<file path="config.mk">
export PLATFORM = sky130hd
export DESIGN_NAME = integer_to_radix_digits_core
export DESIGN_NICKNAME = d
export VERILOG_FILES = /design/src/rtl/core/itrd_pkg.sv /design/src/rtl/core/integer_to_radix_digits_core.sv
export SDC_FILE = /design/constraint.sdc
export NUM_CORES = 1
export LEC_CHECK = 0
export ABC_AREA = 1
export BUFFER_PORTS_ARGS = -buffer_cell sky130_fd_sc_hd__buf_2
export CAP_MARGIN = 20
export CORE_MARGIN = 3
export CORE_UTILIZATION = 40
export CTS_CLUSTER_SIZE = 16
export DETAILED_ROUTE_END_ITERATION = 7
export GPL_ROUTABILITY_DRIVEN = 0
export SLEW_MARGIN = 20
export SYNTH_ARGS = -nofsm -noshare
export SYNTH_HDL_FRONTEND = slang
export SYNTH_SLANG_ARGS = --single-unit
</file>
<file path="constraint.sdc">
create_clock -name i_clk -period 42.8 [get_ports i_clk]
set_input_delay 8.56 -clock i_clk [delete_from_list [all_inputs] [get_ports i_clk]]
set_output_delay 8.56 -clock i_clk [all_outputs]
set_load 0.03 [all_outputs]
</file>
<file path="src/rtl/core/itrd_pkg.sv">
`default_nettype none

package itrd_pkg;

    localparam int VALUE_BITS  = 64;
    localparam int MAX_RADIX   = 16;
    localparam int DIGIT_W     = 4;
    localparam int RADIX_W     = 5;
    localparam int STEP_BITS   = 4;
    localparam int DIV_CYCLES  = VALUE_BITS / STEP_BITS;
    localparam int DIV_CNT_W   = (DIV_CYCLES > 1) ? $clog2(DIV_CYCLES) : 1;
    localparam int MAX_DIGITS  = VALUE_BITS;
    localparam int COUNT_W     = $clog2(MAX_DIGITS + 1);
    localparam int STACK_W     = MAX_DIGITS * DIGIT_W;
    localparam int CHAR_W      = 8;
    localparam int LEN_W       = 7;
    localparam int CFG_W       = 64;
    localparam int CFG_IDX_W   = 2;

    localparam logic [CFG_IDX_W-1:0] CFG_BASE_RADIX = 2'd0;
    localparam logic [CFG_IDX_W-1:0] CFG_CHARS_LOW  = 2'd1;
    localparam logic [CFG_IDX_W-1:0] CFG_CHARS_HIGH = 2'd2;

    localparam logic [RADIX_W-1:0] RADIX_RESET = 5'd10;
    localparam logic [RADIX_W-1:0] RADIX_MIN   = 5'd2;
    localparam logic [RADIX_W-1:0] RADIX_MAX   = RADIX_W'(MAX_RADIX);
    localparam logic [CFG_W-1:0]   CHARS_LOW_RESET  = 64'h3736_3534_3332_3130;
    localparam logic [CFG_W-1:0]   CHARS_HIGH_RESET = 64'h6665_6463_6261_3938;

    function automatic logic [CHAR_W-1:0] char_lookup(
        input logic [CFG_W-1:0]   chars_low,
        input logic [CFG_W-1:0]   chars_high,
        input logic [DIGIT_W-1:0] digit
    );
        logic [CFG_W-1:0] row;
        row = digit[DIGIT_W-1] ? chars_high : chars_low;
        return row[digit[DIGIT_W-2:0]*CHAR_W +: CHAR_W];
    endfunction

endpackage

`default_nettype wire

</file>
<file path="src/rtl/core/integer_to_radix_digits_core.sv">
// integer to radix digits
// input channel (i_in_valid / o_in_ready) takes a 64-bit value and a signed flag;
// output channel (o_out_valid / i_out_ready) gives one beat per digit, most
// significant first, with the digit character, a minus mark on the first beat
// of a negative value, the total printed length and a last flag.
// the config port (i_cfg_we, i_cfg_index, i_cfg_data) sets the base and the
// two halves of the character table; write it only while the core is idle.
// the core works on one value at a time: o_in_ready is high only when idle.
// each digit is one long division of the magnitude by the base, done by a
// 4-bit-per-cycle shift divider; a value's digits are all computed first,
// then sent as output beats, one per digit and one per cycle while the
// receiver is ready (at most 64 digits, as for a 64-digit base-2 value).
// digits are held on a shift-register stack and popped msd first.
// a stalled receiver simply holds the current beat; nothing is lost.
// synchronous active-low reset returns the core to idle, drops any value in
// flight and restores base 10 and the table "0123456789abcdef".
`default_nettype none

module integer_to_radix_digits_core
    import itrd_pkg::*;
(
    input  wire logic                 i_clk,
    input  wire logic                 i_rst_n,
    input  wire logic                 i_cfg_we,
    input  wire logic [CFG_IDX_W-1:0] i_cfg_index,
    input  wire logic [CFG_W-1:0]     i_cfg_data,
    input  wire logic                 i_in_valid,
    output logic                      o_in_ready,
    input  wire logic [63:0]          i_value,
    input  wire logic                 i_signed_mode,
    output logic                      o_out_valid,
    input  wire logic                 i_out_ready,
    output logic [CHAR_W-1:0]         o_digit_char,
    output logic                      o_minus_before,
    output logic [LEN_W-1:0]          o_total_length,
    output logic                      o_last_digit
);

    localparam logic [1:0] S_IDLE = 2'd0;
    localparam logic [1:0] S_DIV  = 2'd1;
    localparam logic [1:0] S_EMIT = 2'd2;

    logic [RADIX_W-1:0]    r_base;
    logic [CFG_W-1:0]      r_chars_low;
    logic [CFG_W-1:0]      r_chars_high;

    logic [1:0]            r_state,   n_state;
    logic [VALUE_BITS-1:0] r_mag,     n_mag;
    logic [RADIX_W-1:0]    r_radix,   n_radix;
    logic [RADIX_W-1:0]    r_rem,     n_rem;
    logic                  r_qnz,     n_qnz;
    logic [DIV_CNT_W-1:0]  r_cyc,     n_cyc;
    logic [STACK_W-1:0]    r_stack,   n_stack;
    logic [COUNT_W-1:0]    r_count,   n_count;
    logic [COUNT_W-1:0]    r_left,    n_left;
    logic                  r_neg,     n_neg;
    logic                  r_first,   n_first;

    logic [VALUE_BITS-1:0] in_v;
    logic                  in_neg;
    logic [RADIX_W-1:0]    radix_clamped;
    logic [STEP_BITS-1:0]  step_q;
    logic [RADIX_W-1:0]    step_rem;
    logic                  in_acc;
    logic                  out_acc;

    // config registers
    always_ff @(posedge i_clk) begin
        if (!i_rst_n) begin
            r_base       <= RADIX_RESET;
            r_chars_low  <= CHARS_LOW_RESET;
            r_chars_high <= CHARS_HIGH_RESET;
        end else if (i_cfg_we) begin
            unique case (i_cfg_index)
                CFG_BASE_RADIX: r_base       <= i_cfg_data[RADIX_W-1:0];
                CFG_CHARS_LOW:  r_chars_low  <= i_cfg_data;
                CFG_CHARS_HIGH: r_chars_high <= i_cfg_data;
                default: ;
            endcase
        end
    end

    assign in_v   = i_value[VALUE_BITS-1:0];
    assign in_neg = i_signed_mode && in_v[VALUE_BITS-1];

    always_comb begin
        priority if (r_base < RADIX_MIN) begin
            radix_clamped = RADIX_MIN;
        end else if (r_base > RADIX_MAX) begin
            radix_clamped = RADIX_MAX;
        end else begin
            radix_clamped = r_base;
        end
    end

    // one divider step: STEP_BITS restoring subtracts on a narrow remainder
    always_comb begin
        logic [RADIX_W:0] t;
        logic [RADIX_W-1:0] rem;
        rem    = r_rem;
        step_q = '0;
        for (int j = STEP_BITS - 1; j >= 0; j--) begin
            t = {rem, r_mag[VALUE_BITS - STEP_BITS + j]};
            if (t >= {1'b0, r_radix}) begin
                t         = t - {1'b0, r_radix};
                step_q[j] = 1'b1;
            end
            rem = t[RADIX_W-1:0];
        end
        step_rem = rem;
    end

    assign o_in_ready  = (r_state == S_IDLE);
    assign o_out_valid = (r_state == S_EMIT);
    assign in_acc      = i_in_valid && o_in_ready;
    assign out_acc     = o_out_valid && i_out_ready;

    always_comb begin
        n_state = r_state;
        n_mag   = r_mag;
        n_radix = r_radix;
        n_rem   = r_rem;
        n_qnz   = r_qnz;
        n_cyc   = r_cyc;
        n_stack = r_stack;
        n_count = r_count;
        n_left  = r_left;
        n_neg   = r_neg;
        n_first = r_first;
        unique case (r_state)
            S_IDLE: begin
                if (in_acc) begin
                    n_mag   = in_neg ? (~in_v + VALUE_BITS'(1)) : in_v;
                    n_neg   = in_neg;
                    n_radix = radix_clamped;
                    n_rem   = '0;
                    n_qnz   = 1'b0;
                    n_cyc   = '0;
                    n_count = '0;
                    n_state = S_DIV;
                end
            end
            S_DIV: begin
                n_mag = {r_mag[VALUE_BITS-STEP_BITS-1:0], step_q};
                n_rem = step_rem;
                n_qnz = r_qnz || (|step_q);
                n_cyc = r_cyc + DIV_CNT_W'(1);
                if (r_cyc == DIV_CNT_W'(DIV_CYCLES - 1)) begin
                    // digit done: push it, quotient becomes the next dividend
                    n_stack = {r_stack[STACK_W-DIGIT_W-1:0], step_rem[DIGIT_W-1:0]};
                    n_count = r_count + COUNT_W'(1);
                    n_rem   = '0;
                    n_qnz   = 1'b0;
                    n_cyc   = '0;
                    if (!(r_qnz || (|step_q))
                            || (r_count == COUNT_W'(MAX_DIGITS - 1))) begin
                        n_left  = r_count + COUNT_W'(1);
                        n_first = 1'b1;
                        n_state = S_EMIT;
                    end
                end
            end
            S_EMIT: begin
                if (out_acc) begin
                    n_stack = {{DIGIT_W{1'b0}}, r_stack[STACK_W-1:DIGIT_W]};
                    n_left  = r_left - COUNT_W'(1);
                    n_first = 1'b0;
                    if (r_left == COUNT_W'(1)) begin
                        n_state = S_IDLE;
                    end
                end
            end
            default: begin
                n_state = S_IDLE;
            end
        endcase
    end

    always_ff @(posedge i_clk) begin
        if (!i_rst_n) begin
            r_state <= S_IDLE;
            r_cyc   <= '0;
            r_count <= '0;
            r_left  <= '0;
            r_first <= 1'b0;
            r_qnz   <= 1'b0;
        end else begin
            r_state <= n_state;
            r_cyc   <= n_cyc;
            r_count <= n_count;
            r_left  <= n_left;
            r_first <= n_first;
            r_qnz   <= n_qnz;
        end
    end

    always_ff @(posedge i_clk) begin
        r_mag   <= n_mag;
        r_radix <= n_radix;
        r_rem   <= n_rem;
        r_stack <= n_stack;
        r_neg   <= n_neg;
    end

    // top of the stack is the most significant digit not yet sent
    assign o_digit_char   = char_lookup(r_chars_low, r_chars_high, r_stack[DIGIT_W-1:0]);
    assign o_minus_before = r_neg && r_first;
    assign o_total_length = LEN_W'(r_count) + LEN_W'(r_neg);
    assign o_last_digit   = (r_left == COUNT_W'(1));

`ifndef NO_ASSERTIONS
    a_rem_below_radix: assert property (@(posedge i_clk) disable iff (!i_rst_n)
        (r_state == S_DIV) |-> (r_rem < r_radix))
        else $error("divider remainder not below radix");

    a_emit_has_digits: assert property (@(posedge i_clk) disable iff (!i_rst_n)
        o_out_valid |-> ((r_left != '0) && (r_left <= r_count)))
        else $error("emitting with no digits left");

    a_last_to_idle: assert property (@(posedge i_clk) disable iff (!i_rst_n)
        (o_out_valid && i_out_ready && o_last_digit) |=> (o_in_ready && !o_out_valid))
        else $error("core not idle after last beat");

    a_minus_first_only: assert property (@(posedge i_clk) disable iff (!i_rst_n)
        (o_out_valid && o_minus_before) |-> (r_left == r_count))
        else $error("minus mark away from first beat");
`endif

endmodule

`default_nettype wire

</file>
* After elaboration in Yosys (flattened, before gate mapping)
Cells that the tools add are included.
Storage, ports and cells: output and inout bits 19, input bits 136, register bits after elaboration 486
Cells by class: mux-type cells 42, eq/ne operators 12, $lt $le $gt $ge 6, reduce and logical (&&, ||, !) cells 22, add/sub/neg operators 9, shifts and indexed selects 1, bitwise gates (word level) 1
Operators with widths (number):
- 256-bit two-way mux | 2
- 256-bit one-hot mux with 2 select lines | 1
- 64-bit two-way mux | 3
- 64-bit one-hot mux with 2 select lines | 1
- 64-bit by 1-bit adder with 64-bit output (second input constant) | 1
- 64-bit NOT | 1
- 64-bit by 7-bit indexed part select with 8-bit output | 1
- 5-bit two-way mux | 7
- 7-bit two-way mux | 5
- 7-bit one-hot mux with 2 select lines | 2
- 6-bit by 5-bit >= comparator with 1-bit output | 4
- 5-bit subtractor | 4
- 2-bit two-way mux | 5
- 5-bit one-hot mux with 2 select lines | 1
- 2-bit AND reduction | 5
- 1-bit two-way mux | 9
- 4-bit two-way mux | 2
- 4-bit one-hot mux with 2 select lines | 1
- 7-bit by 1-bit adder with 7-bit output | 1
- 7-bit by 1-bit adder with 7-bit output (second input constant) | 1
- 7-bit by 1-bit == test with 1-bit output (second input constant) | 1
- 7-bit by 6-bit == test with 1-bit output (second input constant) | 1
- 7-bit by 1-bit subtractor with 7-bit output (second input constant) | 1
- 2-bit by 1-bit inequality test with 1-bit output (second input constant) | 3
- other kinds (19) | 30

* Logic depth before layout (Yosys ltp)
Gate-level depths: netlist of run 1.
word-level depth 15, depth in mapped cells 43

* Least setup slack after synthesis of run 1
OpenSTA, ideal clock, no wires.
path type input to register, start point input i_out_ready, end point register r_stack[0], enable pin, buffers on the path 0, data arrival time 26417 ps, stages 2, setup slack 15155 ps, path through inv_1 -> o21ai_0
Between the ends: longest elaborated chain between the ends 3
Ends and longest elaborated chain:
- start, declared | line integer_to_radix_digits_core.sv:32 | input wire logic i_out_ready,
- 1-bit logical AND | line integer_to_radix_digits_core.sv:116 | assign out_acc = o_out_valid && i_out_ready;
- 2-bit by 1-bit inequality test with 1-bit output (no line)
- 3-bit AND reduction (no line)
- end signal, assigned | line integer_to_radix_digits_core.sv:201 | r_stack <= n_stack;
- end, declared | line integer_to_radix_digits_core.sv:53 | logic [STACK_W-1:0] r_stack, n_stack;
Every way passes these cells. A chain may end at the register's enable or synchronous reset.

* Worst setup path after layout of run 1
start point register r_stack[3], end point output o_digit_char[6]
Between the ends: longest elaborated chain between the ends 2
Ends and longest elaborated chain:
- 64-bit two-way mux | line itrd_pkg.sv:36 | row = digit[DIGIT_W-1] ? chars_high : chars_low;
- 64-bit by 7-bit indexed part select with 8-bit output | line itrd_pkg.sv:37 | return row[digit[DIGIT_W-2:0]*CHAR_W +: CHAR_W];
- end, declared | line integer_to_radix_digits_core.sv:33 | output logic [CHAR_W-1:0] o_digit_char,
Every way passes these cells.

==> metrics.cfg, run 1 <==
[global_routing]
grt_max_degree = 267
antenna_found_initial = 1
grt_first_pass_wirelength_um = 92600
grtUsageTotal = 0.177
grt_pass1_vias = 18162
grt_overflow = 0

[logic_synthesis]
synth_cell_types = 50
synth-seq-area-share = 0.550
ys_seq_elements = 486
yosysTopAreaCellShare = 0.419
synth_warnings = 0
synth_edf_count = 331
syn_nets = 2966
synth.area.top_cells = edfxtp_1, nand2_1, dfxtp_1
ys.flop_type = edfxtp_1
synth_top_area_cell = edfxtp_1
syn_area_mm2 = 0.0237
synthCells = 2799
avgSynthCellArea_um2 = 8.47
synth_common_cells = nand2_1, edfxtp_1, nor2_1, o21ai_0, inv_1
async_flop_share = 0
yosysMostFrequentCell = nand2_1

[cts]
cts.path.max_buffers = 3
clock-sinks = 486
insertion_delay_ns = 0.61
ctsResizeCount = 0
htreeDepth = 2
cts.clk_slew.worst_paths_ns = 0.06
ctsHoldBuffers = 0
cts_tree = yes
cts_made_buffers = 53
post_cts_buffers = 0
root_buffer = clkbuf_16

[timing]
fmax_ghz = 0.0872
timing.final.max_slew_violations = 0
setup_viol = 0
finalClockSkew_ns = 0.0254
tns_ns = 0
hold_viol = 0
period_share = 0.268
grt_setup_unrepaired = no
worst_pin_slew_ns = 1.35
post-route-min-period_ns = 11.47
slew_headroom = 0.101

[placed_design]
hpwlAfterDp_um = 35300
port_buffers = 154

[detailed_routing]
wl_met2_um = 25800
routedLengthMet1_um = 26500
vias = 18897
drc_errors = 0
drtPass1Iterations = 5
dr.max_layer_used = met4
route.met3.wl_um = 2800
wl_per_cell_um = 15.3
drtAntennaViolNets = 0
route.final.wire_length_um = 56400
drt_iter0_markers = 1447
vias_per_cell = 5.12

[worst_setup_path]
required_ns = 34.24
r2r_end = r_stack[2]
path_class = register to primary output
r2r-start = r_radix[1]
arrival_ns = 2.91
worst_setup_path_start_kind = register
rrSetupSlack_ns = 35.97
end_kind = primary output
cp_max_fo = 61
reg2regPathDepth = 34

[floorplanning]
die_w_um = 249
dieArea_mm2 = 0.0622
pin_count = 155
fp.dieH_um = 249
core_area_mm2 = 0.0581
num_rows = 88
initial_core_util = 0.408

[pwr]
power.share.clock = 0.297
p_sw_frac = 0.353
p_leak_uw = 0.0115
pwr-share-comb = 0.331
power.share.sequential = 0.373
vdd_ir_drop_max_mv = 0.0683
switching_power_uw = 569
p_per_area_mw_per_mm2 = 59.9
intPower_uw = 1040

[layout]
synthToLayoutAreaGrowth_pct = 13.5
fin_util = 0.463
drive_gt1_frac = 0.108
final_nets = 3046
nFillCells = 5640

[outcome]
status = completed

[hold_path]
hold_path.startpoint = r_first
hold_class = register to register
hold-path-endpoint = r_first
min_path_cells = 2

[run]
max_cap_violations = 0

[placed cells by master, fill, tap and decap left out, types with 10 or more instances in the layout]
cell type	netlist	final
nand2_1	1056	1056
edfxtp_1	331	331
nor2_1	224	220
o21ai_0	210	209
dfxtp_1	155	155
inv_1	158	154
buf_2	5	153
nand3_1	104	104
a21oi_1	93	93
clkbuf_16	0	53
o211ai_1	49	49
xor2_1	45	45
mux2i_1	34	34
ha_1	27	27
xnor2_1	19	19
nand4_1	16	16
buf_4	0	16
nor4_1	14	14
nor3_1	14	14
o31ai_1	12	12
clkinv_2	0	12
clkinv_1	4	10
nand2_2	10	10
[power by group through the flow]
stage,clock [uW],sequential [uW],combinational [uW]
2_1_floorplan,0,611,396
3_3_place_gp,0,609,510
3_5_place_dp,0,610,528
4_1_cts,490,601,532
5_1_grt,509,605,597
6_report,478,600,533
[final cells by class]
| cell class | instances | area [um2] | share of cell area |
|---|---|---|---|
| clock buffer | 66 | 1460 | 0.0541 |
| multi-input combinational | 1998 | 9500 | 0.353 |
| inverter | 168 | 638 | 0.0237 |
| antenna | 1 | 2.50 | 0.0000930 |
| timing repair buffer | 172 | 928 | 0.0345 |
| sequential | 486 | 13000 | 0.485 |
| tap | 765 | 957 | 0.0356 |
| clock inverter | 32 | 378 | 0.0140 |
[critical path: stages, from the launching register on]
cell and delay, ns:
edfxtp_1 0.32, buf_4 0.38, buf_4 0.67, a21oi_1 0.15, o21ai_0 0.11, o21ai_0 0.13
o211ai_1 0.22, nand2_1 0.11, buf_2 0.19
[worst max-delay path by stage]
stage / start / endpoint / slack (ns) / depth (start not counted)
after global routing: r_stack[3] / o_digit_char[6] / 31.12 / 7
after detailed placement: i_out_ready / r_stack[207] / 30.95 / 5
final: r_stack[3] / o_digit_char[6] / 31.33 / 8
after CTS: r_stack[3] / o_digit_char[6] / 31.26 / 8
after floorplan: i_out_ready / r_stack[0] / 15.15 / 2
after global placement: i_out_ready / r_stack[195] / 31.03 / 5
[flip-flops by register name, indices dropped and copies added, names as in the netlist, 2 cells and up]
signal,count
r_base,5
r_chars_high,64
r_chars_low,64
r_count,7
r_cyc,4
r_left,7
r_mag,64
r_radix,5
r_rem,5
r_stack,256
r_state,2
[kinds of logic (layout without fill, tap and decap cells)]
logic type      count (synthesis)  in the layout  share of synthesized area
buf+inv                       315            438                     0.0503
fa+ha+maj                      31             31                     0.0176
simple gates                 1479           1479                      0.253
compound gates                390            390                     0.0908
flops                         486            486                      0.550
xor+xnor                       64             64                     0.0237
mux                            34             34                     0.0144
other cells                     0              1                          0
[through the flow]
| stage | instance area (um2) | power [uW] | worst slack [ns] | hold slack, ns | cells |
|---|---|---|---|---|---|
| floorplan | 23700 | 1010 | 15.15 | 0.424 | 2799 |
| global placement | 25100 | 1120 | 31.03 | 0.435 | 3589 |
| detailed placement | 25100 | 1140 | 30.95 | 0.438 | 3589 |
| CTS | 26900 | 1620 | 31.26 | 0.454 | 3687 |
| global route | 26900 | 1710 | 31.12 | 0.476 | 3688 |
| finish | 26900 | 1610 | 31.33 | 0.451 | 3688 |
[routing by layer]
| metal | vias up | track usage |
|---|---|---|
| li1 | 9393 | - |
| met1 | 8973 | 0.247 |
| met2 | 435 | 0.284 |
| met3 | 96 | 0.0282 |
| met4 | 0 | 0.0514 |
| met5 | - | 0 |
Power figures use the tool's default switching activity.
==> run 2: changes to the inputs <==
==> constraint.sdc (replaced) <==
create_clock -name i_clk -period 11.4 [get_ports i_clk]
set_input_delay 2.28 -clock i_clk [delete_from_list [all_inputs] [get_ports i_clk]]
set_output_delay 2.28 -clock i_clk [all_outputs]
set_load 0.03 [all_outputs]
==> run 2 against run 1 <==
  * Cell area about the same
  * Highest routed layer is now met5
  * Global-route usage increased by 0.22 points
  * Setup slack got worse by 27 ns
  * Register-to-register slack got worse by 31 ns
  * Via count grew 1.1%
  * Clock skew rose by 0.0068 ns
  * First-iteration DRC count increased by 21%
  * Hold slack improved by 0.00095 ns
==> metrics.cfg, run 2 (synthesis results as in run 1) <==
[floorplanning]
num_rows = 88
dieArea_mm2 = 0.0622
die_w_um = 249
core_area_mm2 = 0.0581
fp.dieH_um = 249
initial_core_util = 0.408
pin_count = 155

[cts]
htreeDepth = 2
insertion_delay_ns = 0.62
root_buffer = clkbuf_16
post_cts_buffers = 0
ctsResizeCount = 0
cts_tree = yes
cts_made_buffers = 56
cts.path.max_buffers = 3
ctsHoldBuffers = 0
clock-sinks = 486
cts.clk_slew.worst_paths_ns = 0.06

[timing]
hold_viol = 0
setup_viol = 0
period_share = 0.605
grt_setup_unrepaired = no
worst_pin_slew_ns = 1.04
timing.final.max_slew_violations = 0
post-route-min-period_ns = 6.90
fmax_ghz = 0.145
slew_headroom = 0.305
timing.final.ws_setup_ns = 4.50
finalClockSkew_ns = 0.0323
tns_ns = 0

[detailed_routing]
route.final.wire_length_um = 57000
vias_per_cell = 5.17
drtPass1Iterations = 5
drtAntennaViolNets = 0
drt_iter0_markers = 1757
wl_per_cell_um = 15.4
vias = 19103
drc_errors = 0

[worst_setup_path]
end_kind = register
r2r-start = r_radix[1]
max_stage_delay_ns = 0.54
crit_path_start = r_radix[1]
required_ns = 11.74
critPathMostFrequentCell = nand2_1
critical_path_buf_inv_count = 6
crit_slowest_cell = fa_1
rrSetupSlack_ns = 4.50
r2r_end = r_stack[0]
cp_top_family = compound AO/OA/AOI/OAI gates
arrival_ns = 7.24
cp.depth = 34
path_class = register to register
reg2regPathDepth = 34
worst_setup_path_start_kind = register
cp-endpoint = r_stack[0]
cp_max_fo = 10

[global_routing]
grt_first_pass_wirelength_um = 93700
antenna_found_initial = 3
busiest_layer = met2
grt_pass1_vias = 18484
grtUsageTotal = 0.179
use_met2 = 0.289
grtUsageMet1 = 0.244
grt_max_degree = 237
grt_overflow = 0
grt.met3_usage = 0.0337

[placed_design]
port_buffers = 154
preCtsSetupSlack_ns = 4.77
hpwlAfterDp_um = 35700
dp_cells = 3589

[pwr]
p_leak_uw = 0.0115
p_per_area_mw_per_mm2 = 223
vdd_ir_drop_max_mv = 0.232

[layout]
largest_register_ffs = 256
nFillCells = 5643
regMostFlops = r_stack
final_nets = 3049
layout_commonest_cell = nand2_1
drive_gt1_frac = 0.106
layout_common_cells = nand2_1, edfxtp_1, nor2_1
finalNonFillerCells = 3696
synthToLayoutAreaGrowth_pct = 13.6

[run]
max_cap_violations = 0

[hold_path]
hold_class = register to register

[outcome]
status = completed

-- run 2: worst min-delay path by stage --
| stage | from | to | slack (ns) | cells past startpoint |
|---|---|---|---|---|
| after detailed placement | r_chars_low[49] | r_chars_low[49] | 0.44 | 2 |
| after global placement | r_chars_low[36] | r_chars_low[36] | 0.43 | 2 |
| after CTS | r_chars_low[49] | r_chars_low[49] | 0.45 | 2 |
| after global routing | r_chars_low[45] | r_chars_low[45] | 0.47 | 2 |
| final | r_chars_high[18] | r_chars_high[18] | 0.45 | 2 |
| after floorplan | r_chars_low[17] | r_chars_low[17] | 0.42 | 2 |
-- run 2: layout make-up --
class / count / area [um2] / share of cell area
clock inverters: 25 / 225 / 0.00837
inverters: 168 / 638 / 0.0237
repair buffers: 172 / 941 / 0.0349
multi-input cells: 1998 / 9500 / 0.353
flip-flops and latches: 486 / 13000 / 0.484
well taps: 765 / 957 / 0.0356
clock buffers: 80 / 1610 / 0.0598
diodes: 2 / 5.00 / 0.000186
-- run 2: tightest hold or removal path: stages, from the launching register on --
cell     delay [ns]
dfxtp_1        0.30
inv_1          0.06
a21oi_1        0.05
-- run 2: metrics by stage --
step                      instance area, um2  hold WS (ns)  power [uW]   util
after global placement                 25100         0.433        4100  0.431
after floorplan                        23700         0.424        3760      -
final                                  26900         0.452        6010  0.463
after detailed placement               25100         0.437        4230  0.431
after global routing                   26900         0.473        6390  0.463
after CTS                              26900         0.452        6030  0.463
-- run 2: where the power goes --
| part | switching [uW] | internal (uW) | leakage (uW) |
|---|---|---|---|
| Combinational | 1310 | 670 | 0.00626 |
| Clock | 727 | 1050 | 0.000910 |
| Sequential | 76.0 | 2180 | 0.00432 |
| Total | 2110 | 3900 | 0.0115 |
-- run 2: layer usage --
metal  share of wire  vias to the layer above  routed length [um]
met5         0.00032                        -                  18
met2            0.45                      471               25900
met3           0.061                      115                3470
met4           0.027                        2                1550
met1            0.46                     9107               26100
li1                -                     9408                   -
